## src/rtl/lmts_pkg.sv

```systemverilog
// ----------------------------------------------------------------------------
// lmts_pkg
// Shared constants, types and the glyph table for the LED matrix text scanner.
// ----------------------------------------------------------------------------
package lmts_pkg;

  localparam int NUM_ROWS    = 7;
  localparam int NUM_CHARS   = 5;
  localparam int GLYPH_WIDTH = 5;
  localparam int GLYPH_ROWS  = 7;
  localparam int ROW_W       = 25;
  localparam int ROW_IDX_W   = $clog2(NUM_ROWS);
  localparam int CODE_W      = 8;
  localparam int FIRST_CODE  = 42;
  localparam int LAST_CODE   = 58;
  localparam int NUM_GLYPHS  = LAST_CODE - FIRST_CODE + 1;
  localparam int GLYPH_IDX_W = $clog2(NUM_GLYPHS);

  typedef logic [NUM_CHARS-1:0][CODE_W-1:0] char_arr_t;

  typedef enum logic [1:0] {
    ST_IDLE,
    ST_LOAD,
    ST_SCAN
  } state_t;

  typedef enum logic {
    OP_LOAD    = 1'b0,
    OP_REFRESH = 1'b1
  } op_t;

  localparam logic [7:0] GLYPH_TABLE [NUM_GLYPHS][GLYPH_ROWS] = '{
    '{8'h00, 8'h00, 8'h0A, 8'h04, 8'h0A, 8'h00, 8'h00},
    '{8'h00, 8'h00, 8'h04, 8'h0E, 8'h04, 8'h00, 8'h00},
    '{8'h00, 8'h00, 8'h00, 8'h00, 8'h00, 8'h00, 8'h00},
    '{8'h00, 8'h00, 8'h00, 8'h0E, 8'h00, 8'h00, 8'h00},
    '{8'h00, 8'h00, 8'h00, 8'h00, 8'h00, 8'h00, 8'h00},
    '{8'h00, 8'h04, 8'h00, 8'h0E, 8'h00, 8'h04, 8'h00},
    '{8'h00, 8'h0E, 8'h0A, 8'h0A, 8'h0A, 8'h0E, 8'h00},
    '{8'h00, 8'h04, 8'h0C, 8'h04, 8'h04, 8'h0E, 8'h00},
    '{8'h00, 8'h0E, 8'h02, 8'h0E, 8'h08, 8'h0E, 8'h00},
    '{8'h00, 8'h0E, 8'h02, 8'h0E, 8'h02, 8'h0E, 8'h00},
    '{8'h00, 8'h0A, 8'h0A, 8'h0E, 8'h02, 8'h02, 8'h00},
    '{8'h00, 8'h0E, 8'h08, 8'h0E, 8'h02, 8'h0E, 8'h00},
    '{8'h00, 8'h0E, 8'h08, 8'h0E, 8'h0A, 8'h0E, 8'h00},
    '{8'h00, 8'h0E, 8'h02, 8'h02, 8'h02, 8'h02, 8'h00},
    '{8'h00, 8'h0E, 8'h0A, 8'h0E, 8'h0A, 8'h0E, 8'h00},
    '{8'h00, 8'h0E, 8'h0A, 8'h0E, 8'h02, 8'h0E, 8'h00},
    '{8'h00, 8'h00, 8'h02, 8'h00, 8'h02, 8'h00, 8'h00}
  };

  // lit pixels of one glyph row, 1 = lit; unknown codes are blank
  function automatic logic [GLYPH_WIDTH-1:0] glyph_bits(
    input logic [CODE_W-1:0]    code,
    input logic [ROW_IDX_W-1:0] row
  );
    logic [GLYPH_IDX_W-1:0] idx;
    logic [7:0]             raw;
    idx = GLYPH_IDX_W'(code - CODE_W'(FIRST_CODE));
    raw = 8'h00;
    if (code >= CODE_W'(FIRST_CODE) && code <= CODE_W'(LAST_CODE) &&
        32'(row) < GLYPH_ROWS) begin
      raw = GLYPH_TABLE[idx][row];
    end
    return raw[GLYPH_WIDTH-1:0];
  endfunction

endpackage

```

## src/rtl/lmts_row_gen.sv

```systemverilog
// ----------------------------------------------------------------------------
// lmts_row_gen
// Builds one active-low display row from the five character codes.
// ----------------------------------------------------------------------------
module lmts_row_gen (
  input  lmts_pkg::char_arr_t            chars,
  input  logic [lmts_pkg::ROW_IDX_W-1:0] row,
  output logic [lmts_pkg::ROW_W-1:0]     bits
);
  import lmts_pkg::*;

  logic [NUM_CHARS*GLYPH_WIDTH-1:0] lit;

  // first character lands in the highest column group
  always_comb begin
    lit = '0;
    for (int pos = 0; pos < NUM_CHARS; pos++) begin
      lit[pos*GLYPH_WIDTH +: GLYPH_WIDTH] = glyph_bits(chars[pos], row);
    end
  end

  assign bits = ~ROW_W'(lit);

endmodule

```

## src/rtl/led_matrix_text_scanner_unit.sv

```systemverilog
// ----------------------------------------------------------------------------
// led_matrix_text_scanner_unit
// Double-buffered 5x7 text display for five characters.
//
// Requests are issued by raising start with operation and char_0..char_4;
// a request is taken at a clock edge where start is high and busy is low.
// A load request (operation 0) renders the five characters into the back
// buffer one row per cycle through a shared row builder, then swaps the
// buffers. It returns nothing and keeps busy high until the seventh row is written.
// A refresh request (operation 1) reads the front buffer one row per cycle
// and presents each row on row_bits/row_number/last for one cycle, marked
// by row_valid. The request moves the state register to the scan state, and
// each row is then read from the front buffer into the registered outputs.
// last marks the seventh row.
// Either request occupies the unit until the row counter reaches the last row,
// so a new request is taken only once the unit is back in idle.
// Results cannot be held off: the receiver must take each row as shown.
// Reset clears both buffers to zero, makes buffer 1 the front buffer and
// returns the unit to idle.
// ----------------------------------------------------------------------------
module led_matrix_text_scanner_unit (
  input  logic                           clk,
  input  logic                           rst,
  input  logic                           start,
  output logic                           busy,
  input  logic                           operation,
  input  logic [7:0]                     char_0,
  input  logic [7:0]                     char_1,
  input  logic [7:0]                     char_2,
  input  logic [7:0]                     char_3,
  input  logic [7:0]                     char_4,
  output logic                           row_valid,
  output logic [lmts_pkg::ROW_W-1:0]     row_bits,
  output logic [lmts_pkg::ROW_IDX_W-1:0] row_number,
  output logic                           last
);
  import lmts_pkg::*;

  state_t                 state;
  state_t                 state_next;
  char_arr_t              chars;
  logic [ROW_IDX_W-1:0]   row;
  logic                   front_select;
  logic [ROW_W-1:0]       frame [2][NUM_ROWS];
  logic [ROW_W-1:0]       gen_bits;
  logic                   take;
  logic                   row_end;

  assign take    = start && !busy;
  assign row_end = (row == ROW_IDX_W'(NUM_ROWS - 1));

  lmts_row_gen u_row_gen (
    .chars (chars),
    .row   (row),
    .bits  (gen_bits)
  );

  always_ff @(posedge clk) begin
    if (rst) begin
      state <= ST_IDLE;
    end else begin
      state <= state_next;
    end
  end

  always_comb begin
    state_next = state;
    busy       = 1'b1;
    case (state)
      ST_IDLE: begin
        busy = 1'b0;
        if (start) begin
          state_next = (op_t'(operation) == OP_REFRESH) ? ST_SCAN : ST_LOAD;
        end
      end
      ST_LOAD: if (row_end) state_next = ST_IDLE;
      ST_SCAN: if (row_end) state_next = ST_IDLE;
      default: state_next = ST_IDLE;
    endcase
  end

  always_ff @(posedge clk) begin
    if (rst) begin
      row          <= '0;
      front_select <= 1'b0;
      row_valid    <= 1'b0;
      for (int b = 0; b < 2; b++) begin
        for (int r = 0; r < NUM_ROWS; r++) begin
          frame[b][r] <= '0;
        end
      end
    end else begin
      row_valid <= 1'b0;
      if (take) begin
        row   <= '0;
        chars <= {char_0, char_1, char_2, char_3, char_4};
      end
      if (state == ST_LOAD) begin
        frame[front_select][row] <= gen_bits;
        row <= row + 1'b1;
        if (row_end) begin
          front_select <= ~front_select;
        end
      end
      if (state == ST_SCAN) begin
        row_valid  <= 1'b1;
        row_bits   <= frame[~front_select][row];
        row_number <= row + 1'b1;
        last       <= row_end;
        row        <= row + 1'b1;
      end
    end
  end

endmodule

```

## config.mk

```make
export PLATFORM = sky130hd
export DESIGN_NAME = led_matrix_text_scanner_unit
export DESIGN_NICKNAME = d
export VERILOG_FILES = /design/src/rtl/lmts_pkg.sv /design/src/rtl/lmts_row_gen.sv /design/src/rtl/led_matrix_text_scanner_unit.sv
export SDC_FILE = /design/constraint.sdc
export NUM_CORES = 1
export LEC_CHECK = 0
export BUFFER_PORTS_ARGS = -buffer_cell sky130_fd_sc_hd__buf_2
export CAP_MARGIN = 20
export CORE_UTILIZATION = 30
export CTS_CLUSTER_SIZE = 8
export DETAILED_ROUTE_END_ITERATION = 10
export GPL_ROUTABILITY_DRIVEN = 1
export HOLD_SLACK_MARGIN = 0.12
export SLEW_MARGIN = 0
export SYNTH_ARGS = -nofsm -noshare
export SYNTH_HDL_FRONTEND = slang
export SYNTH_SLANG_ARGS = --single-unit
```

## constraint.sdc

```tcl
create_clock -name clk -period 3.55 [get_ports clk]
set_clock_uncertainty 0.1 [all_clocks]
set_input_delay 0.5325 -clock clk [delete_from_list [all_inputs] [get_ports clk]]
set_output_delay 0.5325 -clock clk [all_outputs]
set_load 0.01 [all_outputs]
```

# Yosys cells after proc, flatten, opt, wreduce, memory -nomap -nowiden
# Memory sizes are Yosys's and may differ from the RTL's.
# Index checks and enable logic that the tools add are counted.
# op_classes
add_sub_neg,6
reduce_logical,20
bitwise_logic,9
eq_ne,5
mux,52
n_lt_le_gt_ge,18
# ops
operator,count
56-bit 2-to-1 mux,10
175-bit 2-to-1 mux,3
175-bit OR reduction,1
8-bit binary-select mux with 3-bit select,5
25-bit binary-select mux with 3-bit select,1
25-bit demux with 3-bit select,1
25-bit 2-to-1 mux,3
5-bit 2-to-1 mux,15
"8-bit by 6-bit greater-or-equal comparator with 1-bit output, second input constant",5
"8-bit by 6-bit <= comparator with 1-bit output, second input constant",5
"6-bit greater-or-equal comparator, second input constant",5
5-bit inverter with 6-bit output,5
25-bit inverter,1
"5-bit by 4-bit subtractor with 5-bit output, second input constant",5
1-bit logical AND,12
3-bit 2-to-1 mux,3
2-bit AND reduction,4
1-bit 2-to-1 mux,7
2-bit 2-to-1 mux,3
"4-bit greater-or-equal comparator, second input constant",1
"4-bit by 1-bit < comparator with 1-bit output, second input constant",1
3-bit inverter with 4-bit output,1
2-bit case mux with 2 select lines,1
"3-bit by 1-bit adder with 3-bit output, second input constant",1
10 further kinds,11
# totals
memories,6
regBits,76
ram_bits,350
word_cells,128
in_bits,44
rom_bits,8960
out_inout_bits,31
# memory_table
name,depth,width,read_ports,rd_ports_with_merged_regs,write_ports,line,source
(no name shown),32,56,1,0,0,lmts_pkg.sv:63,raw = GLYPH_TABLE[idx][row];
(no name shown),32,56,1,0,0,lmts_pkg.sv:63,
(no name shown),32,56,1,0,0,lmts_pkg.sv:63,
(no name shown),32,56,1,0,0,lmts_pkg.sv:63,
(no name shown),32,56,1,0,0,lmts_pkg.sv:63,
frame,2,175,1,0,2,led_matrix_text_scanner_unit.sv:44,logic [ROW_W-1:0] frame [2][NUM_ROWS];

# Logic depth before layout (Yosys ltp)
# Gate-level depths: netlist (run 1).
# logic_depth
ltp_word,11
ltp_mapped,10
depth_no_buf,8

# Hierarchy
# Synthesis (run 1) repeated with hierarchy kept, for this count alone.
# hier_totals
cells_unflattened,1495
hier_area_um2,20404.6
# modules_own_cells
module,cells_each,instances,area_per_inst_um2,seq_area_each_um2
led_matrix_text_scanner_unit,1100,1,17584.4,12722.2
lmts_row_gen,395,1,2820.2,0.0

# Worst setup path after synthesis (run 1)
# No wires, ideal clock.
# synth_timing
path_type,in2reg
start,in rst
end,"reg chars[0] in the netlist's numbering, enable pin"
slack_ps,407
t_arrival_ps,2606
n_path_buf,2
required_ps,3013
stages,3
setup_time_ps,437
cell_sequence,clkbuf_1 > clkbuf_1 > nor2_1
# synth_between
elab_chain_cells,2
# synth_rtl
element,line,source
"start, declared",led_matrix_text_scanner_unit.sv:23,"input logic rst,"
1-bit inverter (no line),-,
2-bit AND reduction (no line),-,
"end signal, assigned",led_matrix_text_scanner_unit.sv:96,"chars <= {char_0, char_1, char_2, char_3, char_4};"
"end, declared",led_matrix_text_scanner_unit.sv:41,char_arr_t chars;
# Every way passes these cells.
# A chain may end at the register's enable or synchronous reset.

==> reports/metrics.cfg, run 1 <==
[global_routing]
use_met3=0.0272
grt_pass1_vias=9581
antenna_found_initial=0
track_usage=0.166
grt_overflow_total=0
grt_pass1_wl_um=59800
grt_max_degree=41
gr-usage-met1=0.223
met2_usage=0.270
top_usage_layer=met2

[timing]
tightest_slew_ns=0.844
max-slew-margin-rel=0.435
finalSetupTns_ns=0
rsz0062_at_grt=no
finalHoldViolCount=0
min_period_ns=3.23
finalSetupViolCount=0
timing.final.crit_share=0.910
slew_violations=0
worst_slack_ns=0.318
fmax_mhz=309

[die]
die-area_um2=48300
die_h_um=220
start_util=0.305
die_w_um=220
pin_count=75
core_area_um2=46700
num_rows=79

[setup_path]
cp_num_cells=8
critPathLaunchType=flop
crit_chain=inv_1, ha_1, nor2b_1, o21ai_0, a211oi_1, o211ai_1, a31oi_2, nor2_1
endpoint_kind=flop
cp.required_ns=3.70
startpoint=chars[17]
cpMaxStageDelayCell=edfxtp_1
critPathKind=reg2reg
worstPathMaxFanout=17
timing.rr.end=frame[1][13]
r2r.worst_path.cells=8
endpoint=frame[1][13]
arrival_ns=3.38
crit_family=compound AO/OA/AOI/OAI gates
slowest_delay_ns=0.56
r2r-start=chars[17]
critPathBufInv=1
reg2reg_slack_ns=0.32

[clock_network]
h-tree-depth=2
cts.sinks=291
clk_latency_ns=0.55
cts_root_buf=clkbuf_16
tritoncts=yes
clockBufferDepth=3
numCtsBuffers=42
clk_pin_slew_worst_paths_ns=0.05

[layout]
layout_commonest_cell=edfxtp_1
drive_above_1_share=0.197
final_cells=1870
fin_nets=1338
final_cell_mix=284 x edfxtp_1, 156 x nor2_1, 74 x buf_2
area_delta_synth_final_pct=20.2
antenna_cells=0

[yosys]
yosys.area.top_type_share=0.599
synthesis.nets=1195
netlist_area_um2=14200
synth_cell_types=69
ys_seq_elements=291
ys_seq_area_frac=0.609
synth_flop_cell=edfxtp_1
syn_area_per_cell_um2=12.9
synth_top_cell_by_area=edfxtp_1
synth_edf_count=284
synthTopCellsByArea=edfxtp_1 60%, mux4_2 6.0%, ha_1 4.4%, nor2_1 4.1%, mux2i_1 3.4%
yosysWarnings=0
async_flop_share=0
synthCells=1101

[power_and_ir_drop]
p_total_uw=8540
p_sw_frac=0.239
power_frac_seq=0.474
clkPwrFrac=0.427
power_density_nw_per_um2=499
power_frac_comb=0.100
vdd_drop_max_uv=315
p_leak_uw=0.00649
p_sw_uw=2040
p_int_uw=6500

[detailed_routing]
vias=9653
dr.pass1.iters=8
antenna_left=0
viasPerCell=5.16
routed_wl_um=39300
drtIter0Drc=1095
drc=12
wl_per_cell_um=21.0

[placed_design]
portBuffers=74
gp_congestion=0.916
dpl_worst_slack_ns=0.352
dp_cells=1766
detailed_place_hpwl_um=25600

[run]
cap_viol_max_count=0

[status]
outcome=finished, violations left
violations=design-rule violations

[hold_path]
hold_class=in2reg

-- timing repair --
action | CTS | global route
gates resized for setup | 0 | 1
hold buffers | 40 | 0
buffers inserted | 0 | 0
setup endpoints to repair | 0 | 6
hold endpoints to repair | 40 | 0
-- through the flow --
| stage | utilization | hold slack (ns) | cell area, um2 |
|---|---|---|---|
| 4_1_cts | 0.366 | 0.142 | 17100 |
| 5_1_grt | 0.367 | 0.161 | 17100 |
| 6_report | 0.367 | 0.152 | 17100 |
| 3_3_place_gp | 0.332 | 0.428 | 15500 |
| 2_1_floorplan | - | 0.404 | 14200 |
| 3_5_place_dp | 0.332 | 0.444 | 15500 |
-- registers in the layout, summed over array words and instances, names as in the netlist --
name,flops
last,1
state,2
frame,224
row_number,3
chars,40
row_bits,16
row,3
row_valid,1
front_select,1
-- worst min-delay path, delay by kind of cell --
kind	cells	cell delay, ns
buffers and inverters	1	0.08
AND/OR/NAND/NOR	1	0.08
AO/OA/AOI/OAI	1	0.06
-- worst min-delay path by stage --
stage,start,end,slack (ns),depth (start not counted)
floorplan,state[1],state[1],0.40,2
global placement,state[1],state[1],0.43,2
detailed placement,state[0],state[0],0.44,2
CTS,operation,state[1],0.14,3
global route,operation,state[1],0.16,3
finish,operation,state[1],0.15,3
-- final cells by class --
| cell class | instances | area, um2 |
|---|---|---|
| Clock buffer | 60 | 1150 |
| Clock inverter | 3 | 37.5 |
| Fill cell | 4495 | 29500 |
| Inverter | 34 | 128 |
| Multi-Input combinational cell | 700 | 5120 |
| Sequential cell | 291 | 8670 |
| Tap cell | 607 | 759 |
| Timing Repair Buffer | 175 | 1250 |
-- cell families (layout without fill, tap and decap cells) --
group | count (synthesis) | after routing | share of synthesized area
simple gates | 332 | 332 | 0.105
flops | 291 | 291 | 0.609
compound gates | 205 | 205 | 0.0927
buf+inv | 110 | 272 | 0.0336
mux | 93 | 93 | 0.100
fa+ha+maj | 50 | 50 | 0.0439
xor+xnor | 20 | 20 | 0.0152
-- per-layer routing --
layer	share of wire	up-vias
li1	-	4393
met1	0.44	4786
met5	0	-
met2	0.47	389
met4	0.028	0
met3	0.065	85
-- power by group through the flow --
| stage | sequential [uW] | combinational [uW] | clock (uW) |
|---|---|---|---|
| final | 4050 | 852 | 3640 |
| after global routing | 4060 | 928 | 3830 |
| after CTS | 4050 | 843 | 3710 |
| after detailed placement | 4110 | 807 | 0 |
| after global placement | 4110 | 804 | 0 |
| after floorplan | 4080 | 540 | 0 |
-- cells in the mapped netlist, types with 10 or more instances --
library cell    n
edfxtp_1      284
nor3_1         27
a211oi_1       16
clkbuf_1       39
nand3_1        15
ha_1           50
nor2_1        157
nand2_1        64
mux4_2         38
nand2b_1       22
mux2i_1        48
a21oi_1        55
buf_2          22
nor2b_1        11
inv_1          33
buf_4          10
o21ai_0        56
Note: power is estimated with default switching activity, not from simulation.
==> run 2, diff against run 1 <==
ABC_CLOCK_PERIOD_IN_PS = 3550   (was unset)
CTS_BUF_LIST = sky130_fd_sc_hd__clkbuf_4   (was unset)
==> reports/metrics.cfg, run 2 (synthesized netlist as in run 1, its figures left out) <==
[global_routing]
grt_pass1_vias=10000
grt_pass1_wl_um=60300
grt_max_degree=41
grt_overflow_total=0
track_usage=0.168
antenna_found_initial=2

[detailed_routing]
wl_met1_um=16900
wl_met3_um=3030
wl_per_cell_um=20.5
antenna_left=0
vias=9849
viasPerCell=5.07
drc=12
top_layer_used=met5
drtIter0Drc=1015
dr.pass1.iters=8
routed_wl_um=39800
dr_wl_met2_um=18700

[timing]
max-slew-margin-rel=0.434
fmax_mhz=305
rsz0062_at_grt=no
finalSetupViolCount=0
worst_slack_ns=0.272
timing.final.crit_share=0.923
tightest_slew_ns=0.847
finalSetupTns_ns=0
finalHoldViolCount=0
min_period_ns=3.28
slew_violations=0

[power_and_ir_drop]
p_int_uw=5960
p_leak_uw=0.00652
power_frac_seq=0.506
p_sw_frac=0.253
p_sw_uw=2020
power_density_nw_per_um2=471
p_total_uw=7990
vdd_drop_max_uv=263
clkPwrFrac=0.387
power_frac_comb=0.107

[die]
core_area_um2=46700
die_h_um=220
num_rows=79
die-area_um2=48300
die_w_um=220
start_util=0.305
pin_count=75

[placed_design]
dpl_worst_slack_ns=0.352
detailed_place_hpwl_um=25600
gp_congestion=0.916
portBuffers=74
dp_cells=1766

[layout]
biggestRegsByFlops=frame: 224 flops, chars: 40 flops, row_bits: 16 flops
multi_input_area_um2=5120
regArea_um2=8670
drive_above_1_share=0.243
largest_register=frame
n_fill_cell=4554
fin_nets=1377
largest_reg_flops=224
layout_commonest_cell=edfxtp_1
final_cells=1944
final_cell_mix=284 x edfxtp_1, 156 x nor2_1, 114 x clkbuf_4
area_delta_synth_final_pct=19.2

[setup_path]
reg2reg_slack_ns=0.27
arrival_ns=3.59
endpoint_kind=flop
critPathLaunchType=flop
critPathKind=reg2reg
crit_chain=inv_1, ha_1, nor2b_1, o21ai_0, a211oi_1, o211ai_1, a31oi_2, nor2_1
critPathBufInv=1
slowest_delay_ns=0.56
crit_family=compound AO/OA/AOI/OAI gates
cpMaxStageDelayCell=edfxtp_1
worstPathMaxFanout=17
cp.required_ns=3.86

[status]
violations=design-rule violations
outcome=finished, violations left

[clock_network]
cts_root_buf=clkbuf_4
clk_pin_slew_worst_paths_ns=0.06
cts.sinks=291
clk_latency_ns=0.75
numCtsBuffers=78
h-tree-depth=3
clockBufferDepth=3
post_cts_buffers=0
tritoncts=yes

[hold_path]
hold_class=in2reg

[run]
cap_viol_max_count=0

## run 2: power groups by stage
stage | Combinational (uW) | Sequential [uW] | Clock (uW)
4_1_cts | 848 | 4040 | 3160
2_1_floorplan | 540 | 4080 | 0
3_3_place_gp | 804 | 4110 | 0
3_5_place_dp | 807 | 4110 | 0
6_report | 858 | 4040 | 3090
5_1_grt | 934 | 4050 | 3310
## run 2: what timing repair did
action                                  in CTS  in global routing
hold endpoints to repair                    43                  0
gates resized for setup                      0                  1
endpoints found under the setup margin       0                 11
hold buffers                                43                  0
## run 2: routing by layer
layer	vias to the layer above	global-route usage
met5	-	0
met1	4790	0.218
met4	2	0.0701
li1	4531	-
met3	95	0.0363
met2	431	0.271
## run 2: area by class of cell
class | count | area share
Antenna cell | 1 | 0.000147
Clock buffer | 114 | 0.0504
Clock inverter | 19 | 0.00936
Inverter | 34 | 0.00752
Multi-Input combinational cell | 700 | 0.301
Sequential cell | 291 | 0.511
Tap cell | 607 | 0.0447
Timing Repair Buffer | 178 | 0.0753
## run 2: metrics by stage
step / instance area, um2 / hold WS, ns / util
6_report: 17000 / 0.345 / 0.364
4_1_cts: 16900 / 0.265 / 0.363
5_1_grt: 17000 / 0.327 / 0.364
3_3_place_gp: 15500 / 0.428 / 0.332
3_5_place_dp: 15500 / 0.444 / 0.332
2_1_floorplan: 14200 / 0.404 / -
## run 2: final timing paths
path / depth (start not counted) / end / start
max: 8 / frame[1][13] / chars[17]
min: 3 / row[1] / rst
max reg2reg: 8 / frame[1][13] / chars[17]
min reg2reg: 2 / state[0] / state[0]
## run 2: worst reg2reg max path: stages (launching register included)
cell and delay [ns]:
edfxtp_1 0.56, inv_1 0.21, ha_1 0.56, nor2b_1 0.26, o21ai_0 0.13, a211oi_1 0.27, o211ai_1 0.14, a31oi_2 0.51
nor2_1 0.23
==> run 3, diff against run 2 <==
RECOVER_POWER = 50   (was unset)
==> reports/metrics.cfg, run 3 (synthesized netlist as in run 1, its figures left out) <==
[power_and_ir_drop]
clkPwrFrac=0.387
power_frac_seq=0.507
power_frac_comb=0.106
p_sw_frac=0.253
p_int_uw=5950
vdd_drop_max_uv=262
p_sw_uw=2020
p_leak_uw=0.00638
power_density_nw_per_um2=473

[layout]
largest_register=frame
final_cells=1944
multi_input_area_um2=5120
biggestRegsByFlops=frame: 224 flops, chars: 40 flops, row_bits: 16 flops
final_cell_mix=284 x edfxtp_1, 156 x nor2_1, 114 x clkbuf_4
largest_reg_flops=224
drive_above_1_share=0.209
layout_commonest_cell=edfxtp_1
area_delta_synth_final_pct=18.4
n_fill_cell=4575
fin_nets=1377
regArea_um2=8670

[timing]
finalHoldViolCount=0
finalSetupTns_ns=0
slew_violations=0
min_period_ns=3.28
tightest_slew_ns=1.36
rsz0062_at_grt=no
finalSetupViolCount=0
timing.final.crit_share=0.923
max-slew-margin-rel=0.0905
fmax_mhz=305

[global_routing]
use_met3=0.0363
antenna_found_initial=2
grt_pass1_vias=10000
met2_usage=0.271
grt_max_degree=41
grt_overflow_total=0
gr-usage-met1=0.218
grt_pass1_wl_um=60300
top_usage_layer=met2
track_usage=0.168

[setup_path]
cp_num_cells=7
cpMaxStageDelayCell=dfxtp_1
startpoint=row[0]
worstPathMaxFanout=29
critPathKind=reg2reg
critPathLaunchType=flop
arrival_ns=3.64
crit_chain=inv_1, nor2_1, clkbuf_1, nor3_2, nand3_1, nand2b_1, buf_4
endpoint_kind=flop
slowest_delay_ns=1.06
critPathBufInv=3
r2r-start=row[0]
r2r.worst_path.cells=7
cp.required_ns=3.91
crit_family=flip-flops

[placed_design]
gp_congestion=0.916
portBuffers=74
dp_cells=1766
detailed_place_hpwl_um=25600

[die]
die_w_um=220
num_rows=79
start_util=0.305
die_h_um=220
pin_count=75
die-area_um2=48300
core_area_um2=46700

[clock_network]
numCtsBuffers=78
post_cts_buffers=0
clk_latency_ns=0.74
h-tree-depth=3
clockBufferDepth=3
cts.sinks=291
tritoncts=yes
clk_pin_slew_worst_paths_ns=0.06
cts_root_buf=clkbuf_4

[detailed_routing]
routed_wl_um=39900
drc=12
viasPerCell=5.07
antenna_left=0
drtIter0Drc=1016
dr.pass1.iters=8
vias=9858
wl_per_cell_um=20.5

[hold_path]
holdPathStages=3
hold_class=in2reg
worstHoldStart=rst

[status]
outcome=finished, violations left
violations=design-rule violations

[run]
cap_viol_max_count=0

## run 3: changes by cell type in the layout (fill, tap and decap cells not counted)
cell      change
buf_4        -22
inv_2         -1
dfxtp_2       -1
buf_8         -1
dfxtp_1       +1
clkbuf_2     +12
buf_2        -32
clkbuf_1     +43
inv_1         +1
## run 3: power by group through the flow
stage	Combinational (uW)	Clock, uW	Sequential, uW
after floorplan	540	0	4080
after global placement	804	0	4110
after detailed placement	807	0	4110
after CTS	848	3160	4040
after global routing	920	3310	4060
final	844	3090	4040
## run 3: final timing paths
kind / to / slack (ns)
setup / recovery: frame[0][118] / 0.27
hold / removal: row[1] / 0.36
setup reg to reg: frame[0][118] / 0.27
hold reg to reg: state[0] / 0.45
## run 3: tightest hold or removal path, stage by stage
cell and delay (ns):
buf_2 0.15, buf_4 0.30, nor2_1 0.15
## run 3: repair_timing
item | CTS | global route
endpoints found under the hold margin | 43 | 0
hold buffers | 43 | 0
resized for setup | 0 | 1
endpoints found under the setup margin | 0 | 11
## run 3: cell type report
class | instances | area share
clock buffers | 114 | 0.0508
multi-input cells | 700 | 0.304
repair buffers | 178 | 0.0688
diodes | 1 | 0.000148
clock inverters | 19 | 0.00943
inverters | 34 | 0.00757
flip-flops and latches | 291 | 0.515
well taps | 607 | 0.0451
## run 3: stage by stage
| step | total power (uW) | util | setup WS, ns | hold slack [ns] | cell area [um2] |
|---|---|---|---|---|---|
| after global placement | 4910 | 0.332 | 0.439 | 0.428 | 15500 |
| after detailed placement | 4920 | 0.332 | 0.352 | 0.444 | 15500 |
| after global routing | 8290 | 0.361 | 0.0380 | 0.327 | 16900 |
| final | 7970 | 0.361 | 0.274 | 0.358 | 16900 |
| after floorplan | 4620 | - | 0.407 | 0.404 | 14200 |
| after CTS | 8050 | 0.363 | 0.323 | 0.265 | 16900 |
## run 3: routing by layer
layer,share of wire,vias up,wire (um)
met5,0.00033,-,13
met4,0.031,2,1230
met3,0.079,97,3150
met2,0.47,455,18700
met1,0.42,4776,16800
li1,-,4528,-
